[config.mk]
export PLATFORM = sky130hd
export DESIGN_NAME = block_median_outlier_filter_top
export DESIGN_NICKNAME = d
export VERILOG_FILES = /design/src/rtl/bmof_pkg.sv /design/src/rtl/bmof_front.sv /design/src/rtl/bmof_fifo.sv /design/src/rtl/bmof_mul.sv /design/src/rtl/bmof_back.sv /design/src/rtl/block_median_outlier_filter_top.sv
export SDC_FILE = /design/constraint.sdc
export NUM_CORES = 2
export LEC_CHECK = 0
export ABC_CLOCK_PERIOD_IN_PS = 12600
export BUFFER_PORTS_ARGS = -buffer_cell sky130_fd_sc_hd__buf_2
export CAP_MARGIN = 40
export CORE_MARGIN = 1
export CORE_UTILIZATION = 60
export CTS_BUF_LIST = sky130_fd_sc_hd__clkbuf_4 sky130_fd_sc_hd__clkbuf_8 sky130_fd_sc_hd__clkbuf_16
export CTS_CLUSTER_SIZE = 14
export DETAILED_ROUTE_END_ITERATION = 10
export HOLD_SLACK_MARGIN = 0.08
export PLACE_DENSITY = 0.72
export RECOVER_POWER = 25
export SETUP_SLACK_MARGIN = 0.2
export SYNTH_ARGS = -nofsm -noshare
export SYNTH_HDL_FRONTEND = slang
export SYNTH_SLANG_ARGS = --single-unit
[constraint.sdc]
create_clock -name clk -period 12.6 [get_ports clk]
set_input_delay 2.52 -clock clk [delete_from_list [all_inputs] [get_ports clk]]
set_output_delay 2.52 -clock clk [all_outputs]
set_load 0.02 [all_outputs]
[src/rtl/bmof_pkg.sv]
package bmof_pkg;

  // default geometry
  localparam int GROUP_SIZE_DEF  = 5;
  localparam int SAMPLE_BITS_DEF = 16;

  // threshold register, in hundredths
  localparam int                   THR_BITS  = 10;
  localparam logic [THR_BITS-1:0]  THR_RESET = THR_BITS'(110);
  localparam int                   TT_BITS   = 2 * THR_BITS;

  // scale of the left side of the outlier test (percent squared)
  localparam int K_SCALE = 10000;

  // multiplier digit width, one digit per cycle
  localparam int DIGIT_BITS = 16;

  // depth of the queue between front and back
  localparam int QUEUE_DEPTH = 4;

  // per item flags carried from front to back
  typedef struct packed {
    logic eos;
    logic close;
  } item_flags_t;

  // result side flags, replaced in the lowest bit
  typedef struct packed {
    logic stream_done;
    logic replaced;
  } out_user_t;

endpackage

[src/rtl/bmof_front.sv]
module bmof_front #(
  parameter int GROUP_SIZE  = bmof_pkg::GROUP_SIZE_DEF,
  parameter int SAMPLE_BITS = bmof_pkg::SAMPLE_BITS_DEF
) (
  input  logic                    clk,
  input  logic                    rst,
  input  logic                    in_valid,
  output logic                    in_ready,
  input  logic [SAMPLE_BITS-1:0]  in_sample,
  input  logic                    in_eos,
  output logic                    push,
  output logic [SAMPLE_BITS-1:0]  push_sample,
  output bmof_pkg::item_flags_t   push_flags,
  input  logic                    q_full
);

  localparam int IW = $clog2(GROUP_SIZE);

  logic [IW-1:0] fill_count;
  logic          accept;
  logic          closing;

  // take an item whenever the queue has room
  assign in_ready = !q_full;
  assign accept   = in_valid && in_ready;

  // a group closes on a full group or on the end of the stream
  assign closing = in_eos || (fill_count == IW'(GROUP_SIZE - 1));

  assign push             = accept;
  assign push_sample      = in_sample;
  assign push_flags.eos   = in_eos;
  assign push_flags.close = closing;

  // position inside the open group
  always_ff @(posedge clk) begin
    if (rst) begin
      fill_count <= '0;
    end else if (accept) begin
      fill_count <= closing ? '0 : fill_count + IW'(1);
    end
  end

endmodule

[src/rtl/bmof_fifo.sv]
module bmof_fifo #(
  parameter int WIDTH = bmof_pkg::SAMPLE_BITS_DEF + 2,
  parameter int DEPTH = bmof_pkg::QUEUE_DEPTH
) (
  input  logic             clk,
  input  logic             rst,
  input  logic             push,
  input  logic [WIDTH-1:0] wr_data,
  input  logic             pop,
  output logic [WIDTH-1:0] rd_data,
  output logic             full,
  output logic             empty
);

  localparam int AW = $clog2(DEPTH);
  localparam int CW = $clog2(DEPTH + 1);

  logic [WIDTH-1:0] entries [DEPTH];
  logic [AW-1:0]    wr_ptr;
  logic [AW-1:0]    rd_ptr;
  logic [CW-1:0]    count;
  logic             do_push;
  logic             do_pop;

  assign full    = (count == CW'(DEPTH));
  assign empty   = (count == '0);
  assign do_push = push && !full;
  assign do_pop  = pop && !empty;
  assign rd_data = entries[rd_ptr];

  // storage
  always_ff @(posedge clk) begin
    if (do_push) begin
      entries[wr_ptr] <= wr_data;
    end
  end

  // pointers and occupancy
  always_ff @(posedge clk) begin
    if (rst) begin
      wr_ptr <= '0;
      rd_ptr <= '0;
      count  <= '0;
    end else begin
      if (do_push) begin
        wr_ptr <= (wr_ptr == AW'(DEPTH - 1)) ? '0 : wr_ptr + AW'(1);
      end
      if (do_pop) begin
        rd_ptr <= (rd_ptr == AW'(DEPTH - 1)) ? '0 : rd_ptr + AW'(1);
      end
      if (do_push && !do_pop) begin
        count <= count + CW'(1);
      end else if (do_pop && !do_push) begin
        count <= count - CW'(1);
      end
    end
  end

endmodule

[src/rtl/bmof_mul.sv]
module bmof_mul #(
  parameter int A_BITS = 40,
  parameter int B_BITS = 20
) (
  input  logic                     clk,
  input  logic                     rst,
  input  logic                     start,
  input  logic [A_BITS-1:0]        a,
  input  logic [B_BITS-1:0]        b,
  output logic                     busy,
  output logic                     done,
  output logic [A_BITS+B_BITS-1:0] product
);

  localparam int DW       = bmof_pkg::DIGIT_BITS;
  localparam int NDIG     = (B_BITS + DW - 1) / DW;
  localparam int BP       = NDIG * DW;
  localparam int ACC_BITS = A_BITS + BP;
  localparam int P_BITS   = A_BITS + B_BITS;
  localparam int SW       = $clog2(NDIG + 1);

  logic [A_BITS-1:0]    a_r;
  logic [BP-1:0]        b_r;
  logic [ACC_BITS-1:0]  acc;
  logic [ACC_BITS-1:0]  acc_next;
  logic [A_BITS+DW-1:0] partial;
  logic [SW-1:0]        steps;

  // horner step: most significant digit of b first
  assign partial  = a_r * b_r[BP-1 -: DW];
  assign acc_next = {acc[ACC_BITS-DW-1:0], {DW{1'b0}}} + ACC_BITS'(partial);
  assign product  = acc[P_BITS-1:0];

  // operand and accumulator registers
  always_ff @(posedge clk) begin
    if (start) begin
      a_r <= a;
      b_r <= BP'(b);
      acc <= '0;
    end else if (busy) begin
      acc <= acc_next;
      b_r <= b_r << DW;
    end
  end

  // digit counter
  always_ff @(posedge clk) begin
    if (rst) begin
      busy  <= 1'b0;
      done  <= 1'b0;
      steps <= '0;
    end else begin
      done <= 1'b0;
      if (start) begin
        busy  <= 1'b1;
        steps <= SW'(NDIG);
      end else if (busy) begin
        steps <= steps - SW'(1);
        if (steps == SW'(1)) begin
          busy <= 1'b0;
          done <= 1'b1;
        end
      end
    end
  end

endmodule

[src/rtl/bmof_back.sv]
module bmof_back #(
  parameter int GROUP_SIZE  = bmof_pkg::GROUP_SIZE_DEF,
  parameter int SAMPLE_BITS = bmof_pkg::SAMPLE_BITS_DEF
) (
  input  logic                          clk,
  input  logic                          rst,
  input  logic                          cfg_valid,
  output logic                          cfg_ready,
  input  logic [bmof_pkg::THR_BITS-1:0] cfg_data,
  input  logic                          q_empty,
  input  logic [SAMPLE_BITS-1:0]        q_sample,
  input  bmof_pkg::item_flags_t         q_flags,
  output logic                          q_pop,
  input  logic                          out_ready,
  output logic                          out_valid,
  output logic [SAMPLE_BITS-1:0]        out_value,
  output logic                          out_last,
  output bmof_pkg::out_user_t           out_user
);

  localparam int SB       = SAMPLE_BITS;
  localparam int IW       = $clog2(GROUP_SIZE);
  localparam int CW       = $clog2(GROUP_SIZE + 1);
  localparam int SUM_BITS = SB + CW;
  localparam int SQ_BITS  = 2 * SB;
  localparam int SSQ_BITS = 2 * SB + CW;
  localparam int VW       = 2 * SB + 2 * CW;
  localparam int NN_BITS  = 2 * CW;
  localparam int KW       = $clog2(bmof_pkg::K_SCALE * GROUP_SIZE * GROUP_SIZE + 1);
  localparam int B0       = (SUM_BITS > bmof_pkg::TT_BITS) ? SUM_BITS : bmof_pkg::TT_BITS;
  localparam int B_BITS   = (B0 > KW) ? B0 : KW;
  localparam int A_BITS   = VW;
  localparam int P_BITS   = A_BITS + B_BITS;

  typedef enum logic [3:0] {
    S_LOAD,
    S_FLUSH,
    S_MUL_SS,
    S_MUL_NQ,
    S_VAR,
    S_MUL_RHS,
    S_SQ,
    S_MUL_LHS,
    S_EMIT
  } state_t;

  state_t state;

  // group storage: arrival order and insertion sorted
  logic [SB-1:0] grp_mem  [GROUP_SIZE];
  logic [SB-1:0] sorted_q [GROUP_SIZE];
  logic [SB-1:0] sorted_next [GROUP_SIZE];
  logic [GROUP_SIZE-1:0] gt;
  logic [GROUP_SIZE-1:0] gt_prev;

  logic [IW-1:0]       cnt;
  logic [IW-1:0]       idx;
  logic [CW-1:0]       n_r;
  logic                eos_r;
  logic [SUM_BITS-1:0] sum_r;
  logic [SSQ_BITS-1:0] sumsq_r;
  logic [SQ_BITS-1:0]  sq_r;
  logic [SB-1:0]       sq_in;
  logic                sq_en;
  logic                sq_add;
  logic                sq_first;
  logic [SB-1:0]       med_r;
  logic [IW-1:0]       med_idx;
  logic [NN_BITS-1:0]  nn_r;
  logic [KW-1:0]       k_r;
  logic [bmof_pkg::TT_BITS-1:0]  tt_r;
  logic [bmof_pkg::THR_BITS-1:0] thr_r;
  logic [VW-1:0]       ss_r;
  logic [VW-1:0]       nq_r;
  logic [VW-1:0]       var_r;
  logic [P_BITS-1:0]   rhs_r;
  logic                rep_r;

  logic [SB-1:0]       x_cur;
  logic [SB-1:0]       d_cur;
  logic                last_cur;
  logic                emit_go;
  logic                mul_state;
  logic                mul_issued;
  logic                mul_start;
  logic                mul_busy;
  logic                mul_done;
  logic [A_BITS-1:0]   mul_a;
  logic [B_BITS-1:0]   mul_b;
  logic [P_BITS-1:0]   mul_p;

  assign cfg_ready = 1'b1;
  assign q_pop     = (state == S_LOAD) && !q_empty;
  assign med_idx   = IW'(n_r >> 1);
  assign x_cur     = grp_mem[idx];
  assign d_cur     = (x_cur > med_r) ? x_cur - med_r : med_r - x_cur;
  assign last_cur  = ((CW'(idx) + CW'(1)) == n_r);
  assign emit_go   = (state == S_EMIT) && (!out_valid || out_ready);

  // squarer input: sample while loading, distance to median while testing
  assign sq_in = (state == S_LOAD) ? q_sample : d_cur;
  assign sq_en = q_pop || (state == S_SQ);

  // insertion into the sorted row, one sample per cycle while loading from a non-empty queue
  always_comb begin
    for (int j = 0; j < GROUP_SIZE; j++) begin
      gt[j] = (IW'(j) < cnt) && (sorted_q[j] > q_sample);
    end
    gt_prev = gt << 1;
    for (int j = 0; j < GROUP_SIZE; j++) begin
      if (gt_prev[j]) begin
        sorted_next[j] = sorted_q[(j + GROUP_SIZE - 1) % GROUP_SIZE];
      end else if (gt[j] || (IW'(j) == cnt)) begin
        sorted_next[j] = q_sample;
      end else begin
        sorted_next[j] = sorted_q[j];
      end
    end
  end

  // operand selection for the shared multiplier
  always_comb begin
    mul_state = 1'b1;
    mul_a     = '0;
    mul_b     = '0;
    unique case (state)
      S_MUL_SS: begin
        mul_a = A_BITS'(sum_r);
        mul_b = B_BITS'(sum_r);
      end
      S_MUL_NQ: begin
        mul_a = A_BITS'(sumsq_r);
        mul_b = B_BITS'(n_r);
      end
      S_MUL_RHS: begin
        mul_a = var_r;
        mul_b = B_BITS'(tt_r);
      end
      S_MUL_LHS: begin
        mul_a = A_BITS'(sq_r);
        mul_b = B_BITS'(k_r);
      end
      default: begin
        mul_state = 1'b0;
      end
    endcase
  end

  assign mul_start = mul_state && !mul_issued;

  bmof_mul #(
    .A_BITS (A_BITS),
    .B_BITS (B_BITS)
  ) u_mul (
    .clk     (clk),
    .rst     (rst),
    .start   (mul_start),
    .a       (mul_a),
    .b       (mul_b),
    .busy    (mul_busy),
    .done    (mul_done),
    .product (mul_p)
  );

  // group storage writes
  always_ff @(posedge clk) begin
    if (q_pop) begin
      grp_mem[cnt] <= q_sample;
      for (int j = 0; j < GROUP_SIZE; j++) begin
        sorted_q[j] <= sorted_next[j];
      end
    end
  end

  // running sum and sum of squares
  always_ff @(posedge clk) begin
    if (sq_en) begin
      sq_r <= sq_in * sq_in;
    end
    if (q_pop) begin
      sum_r <= (cnt == '0) ? SUM_BITS'(q_sample) : sum_r + SUM_BITS'(q_sample);
    end
    if (sq_add) begin
      sumsq_r <= sq_first ? SSQ_BITS'(sq_r) : sumsq_r + SSQ_BITS'(sq_r);
    end
  end

  // group statistics and test results
  always_ff @(posedge clk) begin
    if (state == S_FLUSH) begin
      med_r <= sorted_q[med_idx];
      nn_r  <= NN_BITS'(n_r) * NN_BITS'(n_r);
      tt_r  <= thr_r * thr_r;
    end
    if (state == S_MUL_SS) begin
      k_r <= KW'(bmof_pkg::K_SCALE * nn_r);
    end
    if (mul_done) begin
      unique case (state)
        S_MUL_SS:  ss_r  <= VW'(mul_p);
        S_MUL_NQ:  nq_r  <= VW'(mul_p);
        S_MUL_RHS: rhs_r <= mul_p;
        S_MUL_LHS: rep_r <= (mul_p >= rhs_r);
        default: begin
        end
      endcase
    end
    if (state == S_VAR) begin
      var_r <= nq_r - ss_r;
    end
  end

  // sequencer and output register
  always_ff @(posedge clk) begin
    if (rst) begin
      state      <= S_LOAD;
      cnt        <= '0;
      idx        <= '0;
      n_r        <= '0;
      eos_r      <= 1'b0;
      mul_issued <= 1'b0;
      sq_add     <= 1'b0;
      sq_first   <= 1'b0;
      thr_r      <= bmof_pkg::THR_RESET;
      out_valid  <= 1'b0;
      out_value  <= '0;
      out_last   <= 1'b0;
      out_user   <= '0;
    end else begin
      sq_add   <= q_pop;
      sq_first <= q_pop && (cnt == '0);
      if (cfg_valid) begin
        thr_r <= cfg_data;
      end
      if (out_valid && out_ready) begin
        out_valid <= 1'b0;
      end
      if (mul_start) begin
        mul_issued <= 1'b1;
      end else if (mul_done) begin
        mul_issued <= 1'b0;
      end
      unique case (state)
        S_LOAD: begin
          if (q_pop) begin
            if (q_flags.close) begin
              cnt   <= '0;
              n_r   <= CW'(cnt) + CW'(1);
              eos_r <= q_flags.eos;
              state <= S_FLUSH;
            end else begin
              cnt <= cnt + IW'(1);
            end
          end
        end
        S_FLUSH: begin
          state <= S_MUL_SS;
        end
        S_MUL_SS: begin
          if (mul_done) begin
            state <= S_MUL_NQ;
          end
        end
        S_MUL_NQ: begin
          if (mul_done) begin
            state <= S_VAR;
          end
        end
        S_VAR: begin
          state <= S_MUL_RHS;
        end
        S_MUL_RHS: begin
          if (mul_done) begin
            idx   <= '0;
            state <= S_SQ;
          end
        end
        S_SQ: begin
          state <= S_MUL_LHS;
        end
        S_MUL_LHS: begin
          if (mul_done) begin
            state <= S_EMIT;
          end
        end
        S_EMIT: begin
          if (emit_go) begin
            out_valid            <= 1'b1;
            out_value            <= rep_r ? med_r : x_cur;
            out_last             <= last_cur;
            out_user.replaced    <= rep_r;
            out_user.stream_done <= last_cur && eos_r;
            if (last_cur) begin
              state <= S_LOAD;
            end else begin
              idx   <= idx + IW'(1);
              state <= S_SQ;
            end
          end
        end
        default: begin
          state <= S_LOAD;
        end
      endcase
    end
  end

`ifndef ASSERT_OFF
  // the shared multiplier is never restarted while working
  a_start_idle: assert property (@(posedge clk) disable iff (rst)
    mul_start |-> !mul_busy)
    else $error("multiplier started while busy");

  // a finished product always belongs to an issued operation
  a_done_issued: assert property (@(posedge clk) disable iff (rst)
    mul_done |-> (mul_issued && mul_state))
    else $error("multiplier result without a request");

  // emitted position stays inside the closed group
  a_emit_in_group: assert property (@(posedge clk) disable iff (rst)
    (state == S_EMIT) |-> (CW'(idx) < n_r))
    else $error("emit index beyond group length");

  // a closed group holds between one and a full group of samples
  a_group_len: assert property (@(posedge clk) disable iff (rst)
    (state == S_FLUSH) |-> ((n_r != '0) && (n_r <= CW'(GROUP_SIZE))))
    else $error("closed group length out of range");
`endif

endmodule

[src/rtl/block_median_outlier_filter_top.sv]
// after a group's closing item is taken from the queue, the back end takes its median, then
//   forms variance and threshold product on the shared serial multiplier (16-bit digits)
// each item is then squared, scaled and emitted in turn; the back end pops no new item
//   from the queue until the last result of its group has been emitted
// the front end takes items into a 4-deep queue while it has room and the back end works
// reset (rst, synchronous, active high): empty queue, open group empty, threshold 110
module block_median_outlier_filter_top #(
  parameter int GROUP_SIZE  = bmof_pkg::GROUP_SIZE_DEF,
  parameter int SAMPLE_BITS = bmof_pkg::SAMPLE_BITS_DEF
) (
  input  logic                                 clk,
  input  logic                                 rst,
  input  logic                                 s_axis_tvalid,
  output logic                                 s_axis_tready,
  // [SAMPLE_BITS-1:0] sample, zero padded to whole bytes
  input  logic [((SAMPLE_BITS + 7) / 8) * 8-1:0] s_axis_tdata,
  // end_of_stream
  input  logic                                 s_axis_tlast,
  output logic                                 m_axis_tvalid,
  input  logic                                 m_axis_tready,
  // [SAMPLE_BITS-1:0] value, zero padded to whole bytes
  output logic [((SAMPLE_BITS + 7) / 8) * 8-1:0] m_axis_tdata,
  // last_of_group
  output logic                                 m_axis_tlast,
  // [0] replaced, [1] stream_done
  output logic [1:0]                           m_axis_tuser,
  input  logic                                 cfg_valid,
  output logic                                 cfg_ready,
  // threshold_percent
  input  logic [bmof_pkg::THR_BITS-1:0]        cfg_data
);

  localparam int DATA_BITS = ((SAMPLE_BITS + 7) / 8) * 8;
  localparam int QW        = SAMPLE_BITS + 2;

  logic                        push;
  logic [SAMPLE_BITS-1:0]      push_sample;
  bmof_pkg::item_flags_t       push_flags;
  logic                        q_full;
  logic                        q_empty;
  logic                        q_pop;
  logic [QW-1:0]               q_rd;
  logic [SAMPLE_BITS-1:0]      q_sample;
  bmof_pkg::item_flags_t       q_flags;
  logic [SAMPLE_BITS-1:0]      out_value;
  bmof_pkg::out_user_t         out_user;

  // intake and group bookkeeping
  bmof_front #(
    .GROUP_SIZE  (GROUP_SIZE),
    .SAMPLE_BITS (SAMPLE_BITS)
  ) u_front (
    .clk         (clk),
    .rst         (rst),
    .in_valid    (s_axis_tvalid),
    .in_ready    (s_axis_tready),
    .in_sample   (s_axis_tdata[SAMPLE_BITS-1:0]),
    .in_eos      (s_axis_tlast),
    .push        (push),
    .push_sample (push_sample),
    .push_flags  (push_flags),
    .q_full      (q_full)
  );

  // item queue between front and back
  bmof_fifo #(
    .WIDTH (QW),
    .DEPTH (bmof_pkg::QUEUE_DEPTH)
  ) u_fifo (
    .clk     (clk),
    .rst     (rst),
    .push    (push),
    .wr_data ({push_flags, push_sample}),
    .pop     (q_pop),
    .rd_data (q_rd),
    .full    (q_full),
    .empty   (q_empty)
  );

  assign q_sample = q_rd[SAMPLE_BITS-1:0];
  assign q_flags  = bmof_pkg::item_flags_t'(q_rd[QW-1:SAMPLE_BITS]);

  // median, variance test and emission
  bmof_back #(
    .GROUP_SIZE  (GROUP_SIZE),
    .SAMPLE_BITS (SAMPLE_BITS)
  ) u_back (
    .clk       (clk),
    .rst       (rst),
    .cfg_valid (cfg_valid),
    .cfg_ready (cfg_ready),
    .cfg_data  (cfg_data),
    .q_empty   (q_empty),
    .q_sample  (q_sample),
    .q_flags   (q_flags),
    .q_pop     (q_pop),
    .out_ready (m_axis_tready),
    .out_valid (m_axis_tvalid),
    .out_value (out_value),
    .out_last  (m_axis_tlast),
    .out_user  (out_user)
  );

  assign m_axis_tdata = DATA_BITS'(out_value);
  assign m_axis_tuser = out_user;

endmodule

# Yosys cells after proc, flatten, opt, wreduce, memory -nomap -nowiden
# Memories as Yosys holds them, arrays and structs flattened. A register that Yosys moved wholly into a read port is not among the register bits.
# Index checks and enable logic that the tools add are counted.
classes:
  n_addsub: 14
  n_mul: 5
  order_cmp: 12
  eq_ne: 26
  n_mux: 57
  bitwise: 1
  reduce_logical: 49
ops:
  columns: ["cell", "count"]
  rows:
  - ["$mux W16", 13]
  - ["$pmux W38 S4", 1]
  - ["$gt A16 B16 Y1", 6]
  - ["$pmux W20 S4", 1]
  - ["$add A58 B54 Y58", 1]
  - ["$ge A58 B58 Y1", 1]
  - ["$mul A38 B16 Y54", 1]
  - ["$mux W20", 2]
  - ["$sub A38 B38 Y38", 1]
  - ["$pmux W4 S9", 1]
  - ["$add A35 B32 Y35", 1]
  - ["$mul A16 B16 Y32", 1]
  - ["$mux W32", 1]
  - ["$sub A16 B16 Y16", 2]
  - ["$mux W3", 10]
  - ["$mux W4", 7]
  - ["$mul A10 B10 Y20", 1]
  - ["$add A19 B16 Y19", 1]
  - ["$eq A4 B3 Y1 const B", 4]
  - ["$logic_and A1 B1 Y1", 16]
  - ["$mul A10 B6 Y14 const A", 1]
  - ["$mux W1", 14]
  - ["$add A3 B1 Y3 const B", 4]
  - ["$mux W2", 6]
  - ["other kinds (33)", 67]
word_totals:
  ff_bits: 488
  ram_bits: 232
  input_bits: 32
  wordCells: 206
  mem_count: 3
memory_table:
  columns: ["name", "words", "width", "read_ports", "rd_clocked_by_memory_dff", "wr", "line", "rtl"]
  rows:
  - ["u_back.grp_mem", 5, 16, 1, 1, 1, "bmof_back.sv:50", "logic [SB-1:0] grp_mem [GROUP_SIZE];"]
  - ["u_back.sorted_q", 5, 16, 6, 1, 5, "bmof_back.sv:51", "logic [SB-1:0] sorted_q [GROUP_SIZE];"]
  - ["u_fifo.entries", 4, 18, 1, 1, 1, "bmof_fifo.sv:18", "logic [WIDTH-1:0] entries [DEPTH];"]

# Logic depth before layout (Yosys ltp)
depth:
  word_depth: 8
  depth_mapped: 42
  ltp_nobuf: 38

# By module
# A second synthesis with hierarchy kept.
unflattened:
  hier_cells: 6430
  area_unflattened_um2: 66294.8
by_module_without_submodules:
  columns: ["mod", "n_inst", "cells_each", "area_per_inst_um2", "seq_area_each_um2"]
  rows:
  - ["bmof_back", 1, 3454, 37704.9, 14664.1]
  - ["bmof_mul", 1, 2791, 25176.6, 3223.1]
  - ["bmof_fifo", 1, 144, 3099.2, 2342.2]
  - ["bmof_front", 1, 41, 314.1, 60.1]

# Least setup slack after synthesis
# No wires, ideal clock.
synth_path:
  kind: "register to register"
  start: "reg (tool-made name)"
  end: "reg u_back.sq_r[29], data pin"
  arrival_ps: 9933
  required_ps: 12334
  slack_ps: 2401
  path_stages_with_launch: 41
  n_path_buf: 5
  cell_sequence: "dfxtp_1 -> clkbuf_1 -> buf_1 -> mux4_2 -> mux2i_1 -> inv_1 -> ha_1 -> buf_4 -> and3_4 -> nand4_1 -> or4_4 -> o31ai_2 -> o21a_1 -> buf_6 -> mux2i_1 -> xor2_1 -> nand2_1 -> o21ai_1 -> [... 5 more ...] -> fa_1 -> inv_1 -> fa_1 -> inv_1 -> fa_1 -> inv_1 -> fa_1 -> inv_1 -> fa_1 -> inv_1 -> ha_1 -> a31o_2 -> a21o_1 -> a311oi_1 -> o41ai_1 -> a2111oi_0 -> nor3_1 -> xor2_1"
synth_rtl:
  columns: ["item", "line", "rtl"]
  rows:
  - ["end signal, assigned", "bmof_back.sv:178", "sq_r <= sq_in * sq_in;"]
  - ["end, declared", "bmof_back.sv:62", "logic [SQ_BITS-1:0] sq_r;"]

==> PnR_summary.wiki <==
{| class="wikitable"
! Metric !! Value
|-
| Tmin final || 11,330 ps
|-
| Count of nets after finishing || 7,744
|-
| Root Buffer Master || clkbuf_16
|-
| DRT Wirelength || 164,600 um
|-
| Largest fanout of any net on the critical path || 12
|-
| Number of I/O port buffers || 52
|-
| Detail Route Antenna Nets || 0
|-
| Non-Filler Cell Area, Final || 70,370 um2
|-
| Area leader, netlist || edfxtp_1
|-
| Hold Crit Start || u_back.sq_add
|-
| Wire length of the first global-routing pass || 263,700 um
|-
| Core outline area || 108,900 um2
|-
| Number of antenna violations at the first check in global routing || 1
|-
| Warnings, synthesis || 0
|-
| Largest clock skew in the final design || 42.57 ps
|-
| Number of clock buffers inserted by TritonCTS || 77
|-
| Critical path type || flip-flop to flip-flop
|-
| Post-Synthesis Net Count || 7,784
|-
| Run status || complete, but fails checks
|-
| Buffers from clock root to sink, at most || 3
|-
| Sum of overflow across all layers after global routing || 0
|-
| Post-synthesis sequential area ratio || 30.81%
|-
| Average routed wire per standard cell || 20.91 um
|-
| Detailed placer's ending HPWL || 128,300 um
|-
| Post-CTS Resized || 0
|-
| Final weighted congestion in routability-driven placement || 0.9678
|-
| Leading register cell type out of synthesis || edfxtp_1
|-
| Initial standard-cell utilization of the core || 60.50%
|-
| Number of H-tree levels || 3
|-
| Router iterations before antenna repair || 6
|-
| Final max-slew violation count || 212
|-
| Area growth syn-to-layout || 6.847%
|-
| Critical-path cell with the highest stage delay || dfxtp_1
|-
| Overall via count from detail_route || 45,770
|-
| Number of sinks handled by clock tree synthesis || 721
|-
| Maximum operating frequency || 88.25 MHz
|-
| Number of hold buffers added after cts || 0
|-
| Synthesized flop and latch total || 721
|-
| Required time of the critical path || 13,020 ps
|-
| Total met2 wirelength after detailed routing || 80,290 um
|-
| Final Hold Violating Endpoints || 0
|-
| Setup Total Neg Slack || 0 ps
|-
| Area post-placement || 67,790 um2
|-
| Die span in x || 333.3 um
|-
| Via-to-Cell Ratio || 5.818
|-
| Die Area || 111,100 um2
|-
| Die height || 333.3 um
|-
| DRC violations left || 0
|-
| Via count of the first global-routing pass || 47,390
|-
| Met3 layer wire length in the routed design || 8992 um
|-
| Final worst path period share || 89.93%
|-
| Ranking of synthesized cells by area || edfxtp_1, fa_1, ha_1, inv_1, nand2_1
|-
| Launching element type of the critical path || flip-flop
|-
| Buffers inserted during post-CTS setup optimization || 0
|-
| Share of layout cells above drive strength 1 || 6.199%
|-
| Violated checks || max-capacitance violations, max-slew violations
|-
| Async set-or-reset flop fraction in the synthesized netlist || 0%
|-
| Max capacitance violation total || 6
|-
| Area fraction of the dominant cell type after synthesis || 26.67%
|-
| Synth cell types || 94
|-
| Post-Synthesis Cell Area || 65,860 um2
|-
| Clk Latency, worst-skew pair || 660 ps
|-
| Maximum number of pins on one net before global-route repair || 70
|-
| Worst path max stage delay || 740 ps
|-
| IO Count || 54
|-
| Total routed wire length on the met1 layer || 70,300 um
|-
| Highest routing layer actually used || met4
|-
| Critical Path Sink Type || flip-flop
|-
| Count of flip-flops with a built-in enable after synthesis || 585
|-
| Setup Viol. Count Final || 0
|-
| Unrepaired setup endpoints after global routing || false
|-
| Syn_area_per_cell || 10.25 um2
|-
| Cell seen most often among critical-path stages || inv_1
|-
| GRT Util Overall || 30.46%
|-
| Type of the tightest min-delay check || flip-flop to flip-flop
|-
| Arrival time worst endpoint || 11,750 ps
|-
| Drt first-iter violations || 3,243
|-
| Rows || 121
|-
| Number of cells produced by synthesis || 6,428
|-
| CTS clock-pin slew for the worst setup and hold paths || 70 ps
|-
| Transition time at the pin with the least slew margin || 2347 ps
|-
| Clock tree from TritonCTS || built
|-
| Max-slew headroom at the worst pin || -56.48%
|}
metal layers:
layer	up-vias	global-route usage [%]
met5	-	0
met4	0	9.275
met3	241	3.268
met2	1405	51.63
met1	23060	41.35
li1	21070	-
critical path: cells and delay by family, from the launching register on:
| kind | cells | cell delay, ps |
|---|---|---|
| flops | 1 | 740 |
| buf+inv | 9 | 1190 |
| simple gates | 7 | 1510 |
| mux | 3 | 1060 |
| xor+xnor | 2 | 270 |
| compound gates | 9 | 2430 |
| fa+ha+maj | 8 | 3860 |
final timing paths:
| kind | end | slack [ps] | cells past startpoint |
|---|---|---|---|
| worst min register to register | u_back.sumsq_r[34] | 450 | 0 |
| worst max-delay path | u_back.sq_r[28] | 1270 | 38 |
| worst min-delay path | u_back.sumsq_r[34] | 450 | 0 |
| worst max register to register | u_back.sq_r[28] | 1270 | 38 |
final cells by class:
| cell class | count | area (um2) |
|---|---|---|
| Timing Repair Buffer | 141 | 1052 |
| Clock buffer | 101 | 2138 |
| Multi-Input combinational cell | 4378 | 40590 |
| Clock inverter | 43 | 510.5 |
| Fill cell | 8626 | 38480 |
| Sequential cell | 721 | 20290 |
| Antenna cell | 1 | 2.502 |
| Tap cell | 1414 | 1769 |
| Inverter | 1069 | 4015 |
per-stage QoR:
step	worst slack, ps	utilization, %	instances	hold slack (ps)
final	1269	64.65	7868	452.2
after CTS	1283	64.71	7867	455.9
after global placement	1334	61.99	7706	439.7
after global routing	654.9	64.64	7867	461.1
after floorplan	2401	-	6428	431.4
after detailed placement	1283	62.27	7723	441.6
cells in the mapped netlist (6+ instances only):
library cell,count
a221oi_1,9
o21ai_0,179
fa_1,757
and3_1,28
nand2_1,756
and2_1,265
buf_1,17
o21ai_1,7
a21o_1,137
and4_1,6
nand4_1,47
or2_2,8
mux4_2,50
a22o_1,6
xnor2_1,129
nand3_1,71
inv_1,1063
o211ai_1,20
nor4_1,8
o31ai_1,13
dfxtp_1,136
a31oi_1,29
buf_2,18
o21bai_1,28
a21boi_0,11
a211o_1,9
mux2_2,37
edfxtp_1,585
nand2b_1,45
mux2i_1,86
a21oi_1,289
a22oi_1,49
nor2_1,346
nand3b_1,6
ha_1,567
buf_4,7
o21a_1,43
or3_1,15
nor2b_1,53
nor3_1,60
xor2_1,73
clkbuf_1,215
a211oi_1,27
flip-flops by register name, summed over array words and instances (netlist names), 10 cells and up, named ones only:
name	count
u_back.med_r	16
u_back.var_r	38
u_back.out_value	16
u_back.sum_r	19
u_back.u_mul.b_r	32
u_fifo.entries	72
u_back.sorted_q	64
u_back.grp_mem	80
u_back.rhs_r	58
u_back.u_mul.acc	58
u_back.sumsq_r	35
u_back.u_mul.a_r	38
u_back.tt_r	19
u_back.ss_r	38
u_back.nq_r	38
u_back.sq_r	31
u_back.thr_r	10
u_back.k_r	13
logic make-up after synthesis:
logic type | Yosys count | share of synthesized area [%]
and+or+nand+nor | 1734 | 12.15
buffers and inverters | 1329 | 7.698
adders and majority gates | 1324 | 33.78
AOI/OAI and AO/OA | 942 | 9.180
DFF | 721 | 30.81
xor gates and xnor gates | 202 | 2.686
muxes | 175 | 3.695
other | 1 | 0.005694
placed cells by master (no fill, tap or decap), types with 16 or more instances in the layout:
| cell | instances |
|---|---|
| o21bai_1 | 28 |
| a21o_1 | 137 |
| nor3_1 | 55 |
| o211ai_1 | 20 |
| and2_1 | 263 |
| nor2_1 | 342 |
| and3_1 | 28 |
| xnor2_1 | 129 |
| a22oi_1 | 49 |
| a211oi_1 | 27 |
| mux2i_1 | 86 |
| nand4_1 | 47 |
| nand2b_1 | 45 |
| o21ai_0 | 179 |
| clkbuf_4 | 19 |
| xor2_1 | 73 |
| edfxtp_1 | 585 |
| buf_2 | 53 |
| o21a_1 | 43 |
| mux2_2 | 37 |
| dfxtp_1 | 134 |
| a31oi_1 | 27 |
| mux4_2 | 50 |
| a21oi_1 | 288 |
| nand2_1 | 756 |
| clkinv_1 | 16 |
| buf_4 | 63 |
| nand3_1 | 71 |
| inv_1 | 1063 |
| ha_1 | 567 |
| fa_1 | 757 |
| nor2b_1 | 53 |
| clkbuf_16 | 77 |
Power is left out: the tool's default activity adds up to more than one toggle a clock period on the data nets, which glitch-free logic cannot reach.
